File: config.mk
export PLATFORM = sky130hd
export DESIGN_NAME = pdf_literal_text_extractor_unit_flat
export DESIGN_NICKNAME = d
export VERILOG_FILES = /design/src/rtl/core/pdf_lte_pkg.sv /design/src/rtl/core/pdf_lte_if.sv /design/src/rtl/core/pdf_lte_scan.sv /design/src/rtl/core/pdf_lte_outq.sv /design/src/rtl/core/pdf_literal_text_extractor_unit.sv /design/src/flat_wrapper.sv
export VERILOG_INCLUDE_DIRS = /design/src /design/src/rtl/core
export SDC_FILE = /design/constraint.sdc
export NUM_CORES = 1
export LEC_CHECK = 0
export ABC_CLOCK_PERIOD_IN_PS = 10510
export BUFFER_PORTS_ARGS = -buffer_cell sky130_fd_sc_hd__clkbuf_2
export CAP_MARGIN = 20
export CORE_MARGIN = 4
export CORE_UTILIZATION = 60
export DETAILED_ROUTE_END_ITERATION = 12
export PLACE_DENSITY = 0.78
export SYNTH_ARGS = -nofsm -noshare
export SYNTH_HDL_FRONTEND = slang
export SYNTH_SLANG_ARGS = --single-unit
File: constraint.sdc
create_clock -name clock -period 10.51 [get_ports clock]
set_input_delay 1.051 -clock clock [delete_from_list [all_inputs] [get_ports clock]]
set_output_delay 1.051 -clock clock [all_outputs]
set_load 0.03 [all_outputs]
File: src/rtl/core/pdf_literal_text_extractor_unit_macros.svh
// Assertion macros shared by the PDF literal text extractor RTL.
// Depends on nothing; included by the top level only.
`ifndef PDF_LITERAL_TEXT_EXTRACTOR_UNIT_MACROS_SVH
`define PDF_LITERAL_TEXT_EXTRACTOR_UNIT_MACROS_SVH

// Same-cycle implication, disabled while reset is high.
`define PDF_LTE_ASSERT_IMPL(label, clk, rst, ante, cons, msg) \
   label: assert property (@(posedge clk) disable iff (rst) (ante) |-> (cons)) \
      else $error(msg);

// Next-cycle implication, disabled while reset is high.
`define PDF_LTE_ASSERT_NEXT(label, clk, rst, ante, cons, msg) \
   label: assert property (@(posedge clk) disable iff (rst) (ante) |=> (cons)) \
      else $error(msg);

`endif

File: src/rtl/core/pdf_lte_pkg.sv
// Package of the PDF literal text extractor: payload types, character codes.
// Depends on nothing; used by every other file of the block but the macro header.
`default_nettype none

package pdf_lte_pkg;

   localparam int unsigned OUTQ_DEPTH_DEFAULT = 4;

   localparam logic [2:0] HDR_LEN = 3'd5;

   localparam logic [7:0] CHAR_PERCENT = 8'h25;
   localparam logic [7:0] CHAR_P       = 8'h50;
   localparam logic [7:0] CHAR_D       = 8'h44;
   localparam logic [7:0] CHAR_F       = 8'h46;
   localparam logic [7:0] CHAR_DASH    = 8'h2D;
   localparam logic [7:0] CHAR_B       = 8'h42;
   localparam logic [7:0] CHAR_T       = 8'h54;
   localparam logic [7:0] CHAR_E       = 8'h45;
   localparam logic [7:0] CHAR_LPAREN  = 8'h28;
   localparam logic [7:0] CHAR_RPAREN  = 8'h29;
   localparam logic [7:0] CHAR_BSLASH  = 8'h5C;
   localparam logic [7:0] CHAR_LOW_N   = 8'h6E;
   localparam logic [7:0] CHAR_LOW_R   = 8'h72;
   localparam logic [7:0] CHAR_LOW_T   = 8'h74;
   localparam logic [7:0] CHAR_NL      = 8'h0A;
   localparam logic [7:0] CHAR_CR      = 8'h0D;
   localparam logic [7:0] CHAR_TAB     = 8'h09;
   localparam logic [7:0] CHAR_SPACE   = 8'h20;

   typedef struct packed {
      logic [7:0] data_byte;
      logic       last_byte;
   } req_payload_type;

   typedef struct packed {
      logic       has_char;
      logic [7:0] text_byte;
      logic       end_of_text;
      logic       status;
   } rsp_payload_type;

   // Up to two results produced by one accepted request.
   typedef struct packed {
      logic [1:0]      count;
      rsp_payload_type slot0;
      rsp_payload_type slot1;
   } push_type;

endpackage

`default_nettype wire

File: src/rtl/core/pdf_lte_if.sv
// Valid/ready channel interfaces for the request and result streams.
// Depends on pdf_lte_pkg for the payload types.
`default_nettype none

interface pdf_lte_req_if;
   logic                        valid;
   logic                        ready;
   pdf_lte_pkg::req_payload_type payload;

   modport source (output valid, output payload, input ready);
   modport sink (input valid, input payload, output ready);
endinterface

interface pdf_lte_rsp_if;
   logic                        valid;
   logic                        ready;
   pdf_lte_pkg::rsp_payload_type payload;

   modport source (output valid, output payload, input ready);
   modport sink (input valid, input payload, output ready);
endinterface

`default_nettype wire

File: src/rtl/core/pdf_lte_scan.sv
// Byte scanner: header check, BT/ET tracking and string extraction state.
// Depends on pdf_lte_pkg; feeds the output queue with up to two results.
`default_nettype none

module pdf_lte_scan (
   input  logic                         clock,
   input  logic                         reset,
   input  logic                         accept,
   input  pdf_lte_pkg::req_payload_type req_data,
   output pdf_lte_pkg::push_type        push
);
   import pdf_lte_pkg::*;

   typedef struct packed {
      logic in_blk;
      logic in_str;
      logic skip;
      logic emitted;
      logic last_nl;
   } scan_state_type;

   typedef struct packed {
      scan_state_type st;
      logic           emit;
      logic [7:0]     ch;
   } judge_result_type;

   function automatic logic is_ws(input logic [7:0] b);
      return (b == CHAR_SPACE) || ((b >= 8'd9) && (b <= 8'd13));
   endfunction

   function automatic logic [7:0] hdr_char(input logic [2:0] idx);
      logic [7:0] r;
      case (idx)
         3'd0: r = CHAR_PERCENT;
         3'd1: r = CHAR_P;
         3'd2: r = CHAR_D;
         3'd3: r = CHAR_F;
         3'd4: r = CHAR_DASH;
         default: r = 8'h00;
      endcase
      return r;
   endfunction

   // Judges one byte position given its neighbors.
   function automatic judge_result_type judge(
      input scan_state_type st_i,
      input logic           hdr_ok,
      input logic           has_prev,
      input logic [7:0]     prev,
      input logic [7:0]     cur,
      input logic [7:0]     nxt,
      input logic           has_after,
      input logic [7:0]     after_b
   );
      judge_result_type r;
      logic             left_ws;
      logic             right_ws;
      logic             raw_bs;
      logic             em_req;
      logic [7:0]       em_byte;
      logic [7:0]       esc;
      r        = '{st: st_i, emit: 1'b0, ch: 8'h00};
      left_ws  = !has_prev || is_ws(prev);
      right_ws = !has_after || is_ws(after_b);
      raw_bs   = has_prev && (prev == CHAR_BSLASH);
      em_req   = 1'b0;
      em_byte  = cur;
      case (nxt)
         CHAR_LOW_N: esc = CHAR_NL;
         CHAR_LOW_R: esc = CHAR_CR;
         CHAR_LOW_T: esc = CHAR_TAB;
         default:    esc = nxt;
      endcase
      if (st_i.skip) begin
         r.st.skip = 1'b0;
      end else if ((nxt == CHAR_T) && left_ws && right_ws &&
                   ((cur == CHAR_B) || (cur == CHAR_E))) begin
         r.st.in_blk = (cur == CHAR_B);
         r.st.skip   = 1'b1;
      end else if (st_i.in_blk) begin
         if ((cur == CHAR_LPAREN) && !raw_bs) begin
            r.st.in_str = 1'b1;
         end else if ((cur == CHAR_RPAREN) && !raw_bs) begin
            r.st.in_str = 1'b0;
            em_req      = st_i.emitted && !st_i.last_nl;
            em_byte     = CHAR_SPACE;
         end else if (st_i.in_str) begin
            em_req = 1'b1;
            if (cur == CHAR_BSLASH) begin
               r.st.skip = 1'b1;
               em_byte   = esc;
            end
         end
      end
      if (em_req && hdr_ok) begin
         r.emit       = 1'b1;
         r.ch         = em_byte;
         r.st.emitted = 1'b1;
         r.st.last_nl = (em_byte == CHAR_NL);
      end
      return r;
   endfunction

   logic [7:0]     h0_ff, h1_ff, h2_ff;
   logic [7:0]     h0_in, h1_in, h2_in;
   scan_state_type state_ff, state_in;
   logic [2:0]     cnt_ff, cnt_in;
   logic           hdr_good_ff, hdr_good_in;

   logic             last;
   logic [7:0]       c;
   logic             hdr_ok;
   logic             a_on, b_on, emit_a, emit_b, status;
   scan_state_type   st1;
   judge_result_type ja, jb;
   rsp_payload_type  res_a, res_b, res_none;

   always_comb begin
      c      = req_data.data_byte;
      last   = req_data.last_byte;
      hdr_ok = hdr_good_ff & ~((cnt_ff < HDR_LEN) & (c != hdr_char(cnt_ff)));

      a_on   = (cnt_ff >= 3'd2);
      ja     = judge(state_ff, hdr_ok, cnt_ff >= 3'd3, h0_ff, h1_ff, h2_ff, 1'b1, c);
      st1    = a_on ? ja.st : state_ff;
      emit_a = a_on & ja.emit;

      b_on   = last & (cnt_ff >= 3'd1);
      jb     = judge(st1, hdr_ok, cnt_ff >= 3'd2, h1_ff, h2_ff, c, 1'b0, 8'h00);
      emit_b = b_on & jb.emit;

      cnt_in = (cnt_ff < HDR_LEN) ? cnt_ff + 3'd1 : cnt_ff;
      status = ~(hdr_ok & (cnt_ff >= HDR_LEN - 3'd1));

      res_a    = '{has_char: 1'b1, text_byte: ja.ch, end_of_text: last & ~emit_b,
                   status: status};
      res_b    = '{has_char: 1'b1, text_byte: jb.ch, end_of_text: last, status: status};
      res_none = '{has_char: 1'b0, text_byte: 8'h00, end_of_text: 1'b1, status: status};

      push.slot1 = res_b;
      if (emit_a) begin
         push.slot0 = res_a;
      end else if (emit_b) begin
         push.slot0 = res_b;
      end else begin
         push.slot0 = res_none;
      end
      if (!accept) begin
         push.count = 2'd0;
      end else if (emit_a & emit_b) begin
         push.count = 2'd2;
      end else if (emit_a | emit_b | last) begin
         push.count = 2'd1;
      end else begin
         push.count = 2'd0;
      end

      state_in    = st1;
      hdr_good_in = hdr_ok;
      h0_in       = h1_ff;
      h1_in       = h2_ff;
      h2_in       = c;
   end

   always_ff @(posedge clock) begin
      if (reset || (accept && last)) begin
         h0_ff       <= 8'h00;
         h1_ff       <= 8'h00;
         h2_ff       <= 8'h00;
         state_ff    <= '0;
         cnt_ff      <= 3'd0;
         hdr_good_ff <= 1'b1;
      end else if (accept) begin
         h0_ff       <= h0_in;
         h1_ff       <= h1_in;
         h2_ff       <= h2_in;
         state_ff    <= state_in;
         cnt_ff      <= cnt_in;
         hdr_good_ff <= hdr_good_in;
      end
   end

endmodule

`default_nettype wire

File: src/rtl/core/pdf_lte_outq.sv
// Result queue: takes up to two results per cycle, hands out one per cycle while the consumer is ready.
// Depends on pdf_lte_pkg and pdf_lte_rsp_if.
`default_nettype none

module pdf_lte_outq #(
   parameter int unsigned DEPTH = pdf_lte_pkg::OUTQ_DEPTH_DEFAULT
) (
   input  logic                  clock,
   input  logic                  reset,
   input  pdf_lte_pkg::push_type push,
   output logic                  space_ok,
   pdf_lte_rsp_if.source         rsp
);
   import pdf_lte_pkg::*;

   localparam int unsigned PTR_W = (DEPTH > 1) ? $clog2(DEPTH) : 1;
   localparam int unsigned CNT_W = $clog2(DEPTH + 1);

   function automatic logic [PTR_W-1:0] ptr_inc(input logic [PTR_W-1:0] p);
      return (p == PTR_W'(DEPTH - 1)) ? '0 : p + PTR_W'(1);
   endfunction

   rsp_payload_type  mem_ff [DEPTH];
   logic [PTR_W-1:0] wptr_ff, wptr_in, rptr_ff, rptr_in, wptr_plus1;
   logic [CNT_W-1:0] count_ff, count_in;
   logic             pop;

   always_comb begin
      wptr_plus1  = ptr_inc(wptr_ff);
      rsp.valid   = (count_ff != '0);
      rsp.payload = mem_ff[rptr_ff];
      pop         = rsp.valid & rsp.ready;
      space_ok    = (count_ff <= CNT_W'(DEPTH - 2));
      case (push.count)
         2'd1:    wptr_in = wptr_plus1;
         2'd2:    wptr_in = ptr_inc(wptr_plus1);
         default: wptr_in = wptr_ff;
      endcase
      rptr_in  = pop ? ptr_inc(rptr_ff) : rptr_ff;
      count_in = count_ff + CNT_W'(push.count) - CNT_W'(pop);
   end

   always_ff @(posedge clock) begin
      if (push.count != 2'd0) begin
         mem_ff[wptr_ff] <= push.slot0;
      end
      if (push.count == 2'd2) begin
         mem_ff[wptr_plus1] <= push.slot1;
      end
   end

   always_ff @(posedge clock) begin
      if (reset) begin
         wptr_ff  <= '0;
         rptr_ff  <= '0;
         count_ff <= '0;
      end else begin
         wptr_ff  <= wptr_in;
         rptr_ff  <= rptr_in;
         count_ff <= count_in;
      end
   end

endmodule

`default_nettype wire

File: src/rtl/core/pdf_literal_text_extractor_unit.sv
// PDF literal text extractor, top level: byte scanner plus result queue.
// A result is registered in the queue and offered from there, behind any results already queued.
// Throughput: one request per cycle while the result queue has room for two
// entries; a request that yields two results fills two queue entries.
// Reset (synchronous, active high) clears scanner state and empties the queue.
`default_nettype none

`include "pdf_literal_text_extractor_unit_macros.svh"

module pdf_literal_text_extractor_unit #(
   parameter int unsigned OUTQ_DEPTH = pdf_lte_pkg::OUTQ_DEPTH_DEFAULT
) (
   input  logic          clock,
   input  logic          reset,
   pdf_lte_req_if.sink   req_chan,
   pdf_lte_rsp_if.source rsp_chan
);
   import pdf_lte_pkg::*;

   // A request is taken whenever the queue can absorb the worst case of two
   // results, so the scanner never has to stall in the middle of a byte.
   logic     space_ok;
   logic     accept;
   push_type push;

   assign req_chan.ready = space_ok;
   assign accept         = req_chan.valid & req_chan.ready;

   // The scanner judges each byte position once two more bytes have arrived,
   // and on the final byte judges both pending positions in the same cycle.
   pdf_lte_scan u_scan (
      .clock    (clock),
      .reset    (reset),
      .accept   (accept),
      .req_data (req_chan.payload),
      .push     (push)
   );

   // The queue decouples the scanner from a stalled consumer.
   pdf_lte_outq #(
      .DEPTH (OUTQ_DEPTH)
   ) u_outq (
      .clock    (clock),
      .reset    (reset),
      .push     (push),
      .space_ok (space_ok),
      .rsp      (rsp_chan)
   );

   // The final byte of a file always produces at least one result.
   `PDF_LTE_ASSERT_NEXT(a_last_gives_result, clock, reset, accept && req_chan.payload.last_byte, rsp_chan.valid, "final byte produced no result")
   // Characters are only extracted from files with a good header.
   `PDF_LTE_ASSERT_IMPL(a_char_status_ok, clock, reset, rsp_chan.valid && rsp_chan.payload.has_char, !rsp_chan.payload.status, "character result carries bad status")
   // An empty result only closes a file.
   `PDF_LTE_ASSERT_IMPL(a_empty_is_end, clock, reset, rsp_chan.valid && !rsp_chan.payload.has_char, rsp_chan.payload.end_of_text && (rsp_chan.payload.text_byte == 8'h00), "empty result is not an end marker")

endmodule

`default_nettype wire
File: src/flat_wrapper.sv
// flat-port wrapper written by rule: the top's interface ports become plain ports
module pdf_literal_text_extractor_unit_flat import pdf_lte_pkg::*;
#(
   parameter int unsigned OUTQ_DEPTH = pdf_lte_pkg::OUTQ_DEPTH_DEFAULT
)
  (clock, reset, req_chan_valid, req_chan_payload, req_chan_ready, rsp_chan_valid, rsp_chan_payload, rsp_chan_ready);
  pdf_lte_req_if req_chan_i ();
  pdf_lte_rsp_if rsp_chan_i ();
  input  logic clock;
  input  logic reset;
  input wire logic [$bits(req_chan_i.valid)-1:0] req_chan_valid;
  input wire logic [$bits(req_chan_i.payload)-1:0] req_chan_payload;
  output wire logic [$bits(req_chan_i.ready)-1:0] req_chan_ready;
  output wire logic [$bits(rsp_chan_i.valid)-1:0] rsp_chan_valid;
  output wire logic [$bits(rsp_chan_i.payload)-1:0] rsp_chan_payload;
  input wire logic [$bits(rsp_chan_i.ready)-1:0] rsp_chan_ready;
  assign req_chan_i.valid = req_chan_valid;
  assign req_chan_i.payload = req_chan_payload;
  assign req_chan_ready = req_chan_i.ready;
  assign rsp_chan_valid = rsp_chan_i.valid;
  assign rsp_chan_payload = rsp_chan_i.payload;
  assign rsp_chan_i.ready = rsp_chan_ready;
  pdf_literal_text_extractor_unit #(.OUTQ_DEPTH(OUTQ_DEPTH)) u_core (.clock(clock), .reset(reset), .req_chan(req_chan_i), .rsp_chan(rsp_chan_i));
endmodule
# After elaboration in Yosys (flattened, before gate mapping)
# Memory sizes are Yosys's and may differ from the RTL's. A register that Yosys moved wholly into a read port is not among the register bits.
# Index checks and enable logic that the tools add are counted.
totals:
  ff_bits: 40
  ramBits: 44
  input_bits: 13
  output_inout_bits: 13
  elab_cells: 177
  mem_count: 1
memory_table:
  columns: ["name", "depth", "word_bits", "rd", "rd_ports_with_merged_regs", "write_ports", "line_no", "source"]
  rows:
  - ["u_core.u_outq.mem_ff", 4, 11, 1, 1, 2, "pdf_lte_outq.sv:23", "rsp_payload_type mem_ff [DEPTH];"]
classes:
  add_sub_neg: 6
  magnitude_cmp: 12
  eq_ne: 33
  muxes: 59
  bitwise: 15
  n_reduce_logical: 38
ops:
  columns: ["op", "count"]
  rows:
  - ["equality test 8 x 7 -> 1 bit (second input constant)", 15]
  - ["2-to-1 mux 8 bit", 14]
  - ["equality test 8 x 6 -> 1 bit (second input constant)", 7]
  - ["one-hot mux 8 bit (3 select lines)", 2]
  - ["one-hot mux 7 bit (5 select lines)", 1]
  - ["2-to-1 mux 11 bit", 3]
  - ["2-to-1 mux 1 bit", 27]
  - [">= comparator 8 x 4 -> 1 bit (second input constant)", 3]
  - ["<= comparator 8 x 4 -> 1 bit (second input constant)", 3]
  - ["logical AND 1 bit", 19]
  - ["2-to-1 mux 2 bit", 9]
  - ["AND 1 bit", 10]
  - ["2-to-1 mux 9 bit", 1]
  - ["equality test 2 bit (second input constant)", 4]
  - ["equality test 8 x 4 -> 1 bit (second input constant)", 1]
  - ["logical OR 1 bit", 8]
  - ["!= test 8 bit", 1]
  - ["adder 2 x 1 -> 2 bit (second input constant)", 3]
  - ["equality test 3 x 2 -> 1 bit (second input constant)", 2]
  - [">= comparator 3 x 2 -> 1 bit (second input constant)", 2]
  - ["logical NOT 1 bit", 6]
  - ["2-to-1 mux 5 bit", 1]
  - ["one-hot mux 2 bit (2 select lines)", 1]
  - ["nonzero test 2 bit", 2]
  - ["15 further kinds", 18]

# Logic depth before layout (Yosys ltp)
logic_depth:
  depth_word: 30
  ltp_mapped: 19
  depth_no_buf: 15

# Hierarchy
# From an unflattened synthesis, not the netlist that was laid out.
hier_totals:
  cells_unflattened: 537
  area_unflattened_um2: 5454.0
by_module_without_submodules:
  columns: ["module", "instances", "cells_each", "area_per_inst_um2", "seq_area_each_um2"]
  rows:
  - ["pdf_lte_scan", 1, 362, 2740.1, 660.6]
  - ["pdf_lte_outq", 1, 174, 2707.6, 1501.4]
  - ["pdf_literal_text_extractor_unit", 1, 1, 6.3, 0.0]

# Worst setup path before layout
# No wires, ideal clock.
synth_timing:
  path_type: "input port to flip-flop"
  startpoint: "input port req_chan_payload[6]"
  endpoint: "memory u_core.u_outq.mem_ff[1][2] (netlist bit), data pin"
  setup_ns: 0.273
  t_arrival_ns: 4.391
  t_required_ns: 10.237
  slack_ns: 5.846
  path_stages: 17
  path_buffers: 4
  cell_sequence: "clkbuf_1 -> or4b_2 -> a21oi_1 -> o2111a_1 -> a22o_1 -> nor3_2 -> buf_2 -> nand3_1 -> nor2b_1 -> clkbuf_1 -> and3_1 -> ha_1 -> nand2_1 -> o2111a_1 -> clkbuf_1 -> a21boi_1 -> o22ai_1"
synth_lines:
  columns: ["element", "line_no", "source"]
  rows:
  - ["start: declaration", "flat_wrapper.sv:12", "input wire logic [$bits(req_chan_i.payload)-1:0] req_chan_payload;"]
  - ["end: declaration", "pdf_lte_outq.sv:23", null]

==> impl_metrics.csv <==
group,metric,value,unit
power,leakage,1.92,nW
clocking,clk_path_buf_depth,2,
global_route,grt_max_degree,39,
clocking,ctsResizeCount,0,
synthesis,synth.area.top_cells,"edfxtp_1, dfxtp_1, nand2_1",
global_route,grt.total_usage,0.262,
cells_and_area,area_growth,6.62,%
detailed_routing,routed_wl,14300,um
global_route,antenna_found_initial,0,
outcome,status,"finished, final reports clean",
timing,worst_slack,5.41,ns
synthesis,synth_cell_types,78,
die,die_height,104,um
timing,tightest_slew,0.880,ns
clocking,postCtsSetupBuffers,0,
setup_path,rrSetupSlack,5.41,ns
detailed_routing,wl_per_cell,19.5,um
power,power_density,162,mW/mm2
synthesis,ys_ff_latch,86,
setup_path,startpoint,"u_core.u_scan.cnt_ff[1]",
min_path,min-delay-start,"u_core.u_scan.state_ff[0]",
timing,setup_viol,0,
detailed_routing,route.detailed.drc,0,
synthesis,synthesis.area,0.00550,mm2
placed_design,gp_congestion,0.945,
detailed_routing,drt_iter0_markers,427,
die,chipWidth,104,um
synthesis,synth-edff-count,40,
timing,slew_viol_final,0,
setup_path,path_class,"flip-flop to flip-flop",
clocking,cts_hold_buf,0,
cells_and_area,fin_nets,648,
synthesis,yosys_warnings,0,
timing,period_share,0.485,
die,ios,26,
timing,finalCriticalPeriod,5.10,ns
global_route,grt_pass1_vias,4662,
timing,max_freq,196,MHz
cells_and_area,antenna_cells,0,
die,rows,34,
clocking,cts_buffers,9,
cells_and_area,layout_commonest_cell,"nand2_1",
clocking,clock_latency,0.36,ns
timing,timing.final.hold_violations,0,
global_route,grt_pass1_wl,23300,um
clocking,htreeDepth,3,
clocking,cts.sinks,86,
clocking,root_buffer,"clkbuf_8",
synthesis,yosysSeqAreaShare,0.386,
die,dieArea,0.0108,mm2
setup_path,r2r-start,"u_core.u_scan.cnt_ff[1]",
setup_path,worstPathMaxFanout,12,
cells_and_area,layout-drive-gt1-share,0.128,
synthesis,syn_inst,618,
timing,fin_skew,0.0122,ns
cells_and_area,layout_common_cells,"nand2_1, dfxtp_1, a21oi_1",
placed_design,place_ws,5.31,ns
detailed_routing,dr_total_vias,4923,
min_path,hold_class,"flip-flop to flip-flop",
setup_path,required,10.60,ns
setup_path,critPathArrivalTime,5.19,ns
cells_and_area,layout.cells.non_filler,732,
detailed_routing,drt_pre_antenna_iters,6,
die,core_area,0.00881,mm2
placed_design,port_buffers,25,
global_route,grt_overflow_total,0,
synthesis,syn_avg_cell_area,8.90,um2
placed_design,dp_cells,715,
clocking,cts_tree,"done",
timing,grt_setup_unrepaired,"no",
cells_and_area,fillers,739,
synthesis,synth_ff_type,"dfxtp_1",
placed_design,dpl.hpwl,10500,um
setup_path,endpoint_kind,"flip-flop",
timing,tns,0,ns
detailed_routing,drtAntennaViolNets,0,
flow_run,drv_cap,0,
clocking,path_clk_slew,0.09,ns
synthesis,ys_async_sr_fraction,0,
timing,slew_headroom,0.405,
setup_path,start_kind,"flip-flop",
synthesis,synth_largest_area_cell,"edfxtp_1",
synthesis,synthDominantCellAreaShare,0.218,
die,initial_core_util,0.625,
synthesis,synth_fp_nets,647,
detailed_routing,via_per_inst,6.73,
power,worst_ir_drop_vdd,78.2,uV
## state kept, by name, summed over array words and instances (netlist names), named ones only
name / count
u_core.u_outq.mem_ff: 44
u_core.u_scan.h0_ff: 8
u_core.u_scan.h0_in: 8
u_core.u_scan.h1_in: 8
u_core.u_scan.state_ff: 5
u_core.u_outq.count_ff: 3
u_core.u_scan.cnt_ff: 3
u_core.u_outq.rptr_ff: 2
u_core.u_outq.wptr_ff: 2
u_core.u_scan.hdr_good_ff: 1
## stage by stage
stage	util	power (W)	hold WS [ns]	instance area (um2)
6_report	0.666	0.000948	0.458	5870
5_1_grt	0.666	0.000996	0.494	5870
4_1_cts	0.663	0.000947	0.458	5840
3_5_place_dp	0.641	0.000715	0.447	5640
3_3_place_gp	0.641	0.000709	0.442	5640
2_1_floorplan	-	0.000642	0.432	5500
## cells by family after synthesis
family | after synthesis | share of synthesized area
and+or+nand+nor | 251 | 0.244
AOI/OAI and AO/OA | 178 | 0.221
DFF | 86 | 0.386
buffers and inverters | 63 | 0.0446
muxes | 16 | 0.0546
adders and majority gates | 16 | 0.0378
xor gates and xnor gates | 8 | 0.0127
## report_power, final
group / internal, W / switching [W] / total (W) / leakage (nW)
Combinational: 0.000114 / 0.000172 / 0.000286 / 1.12
Sequential: 0.000382 / 0.0000453 / 0.000427 / 0.712
Clock: 0.000110 / 0.000125 / 0.000235 / 0.0895
Total: 0.000606 / 0.000342 / 0.000948 / 1.92
## per-layer routing
metal,global-route usage,vias to the layer above,share of wire
met5,0,-,0
met4,0.0997,0,0.036
met3,0.0516,59,0.078
met2,0.438,262,0.47
met1,0.338,2298,0.42
li1,-,2304,-
## synth_stat cells, drive strengths merged, types with 5 or more instances
library cell,n
nand2,96
dfxtp,46
a21oi,45
edfxtp,40
clkbuf,35
o21ai,33
nor2,30
inv,21
ha,15
nand3,15
nor2b,15
o22ai,15
mux4,11
nor3,10
a211oi,9
nand2b,8
nand3b,8
and2,7
buf,7
nor4,7
or3,7
a21o,6
nor3b,6
o211ai,6
or2,6
xnor2,6
a21boi,5
o21bai,5
or4b,5
## worst max-delay path: stages, from the launching register on
cell      delay [ns]
dfxtp_1         0.54
ha_1            0.23
ha_1            0.21
a211oi_1        0.12
nor4_1          0.60
o21ai_0         0.18
a22o_1          0.27
or3_4           0.41
a21o_4          0.26
nor2b_1         0.40
and3_1          0.27
ha_1            0.27
nand2_1         0.20
o2111a_1        0.32
a21boi_1        0.40
o21ai_0         0.14
## path summary, 6_finish.rpt
check / endpoint / cells past startpoint
hold reg to reg: u_core.u_scan.state_ff[0] / 2
setup / recovery: u_core.u_outq.mem_ff[3][5] / 15
hold / removal: u_core.u_scan.state_ff[0] / 2
setup reg to reg: u_core.u_outq.mem_ff[3][5] / 15
## final cells by class
type,instances,area [um2],share of cell area
multi-input cells,469,3130,0.534
well taps,108,135,0.0230
clock buffers,9,124,0.0211
inverters,21,78.8,0.0134
flip-flops and latches,86,2120,0.362
clock inverters,7,73.8,0.0126
repair buffers,32,198,0.0337
(Power assumes the default switching activity.)
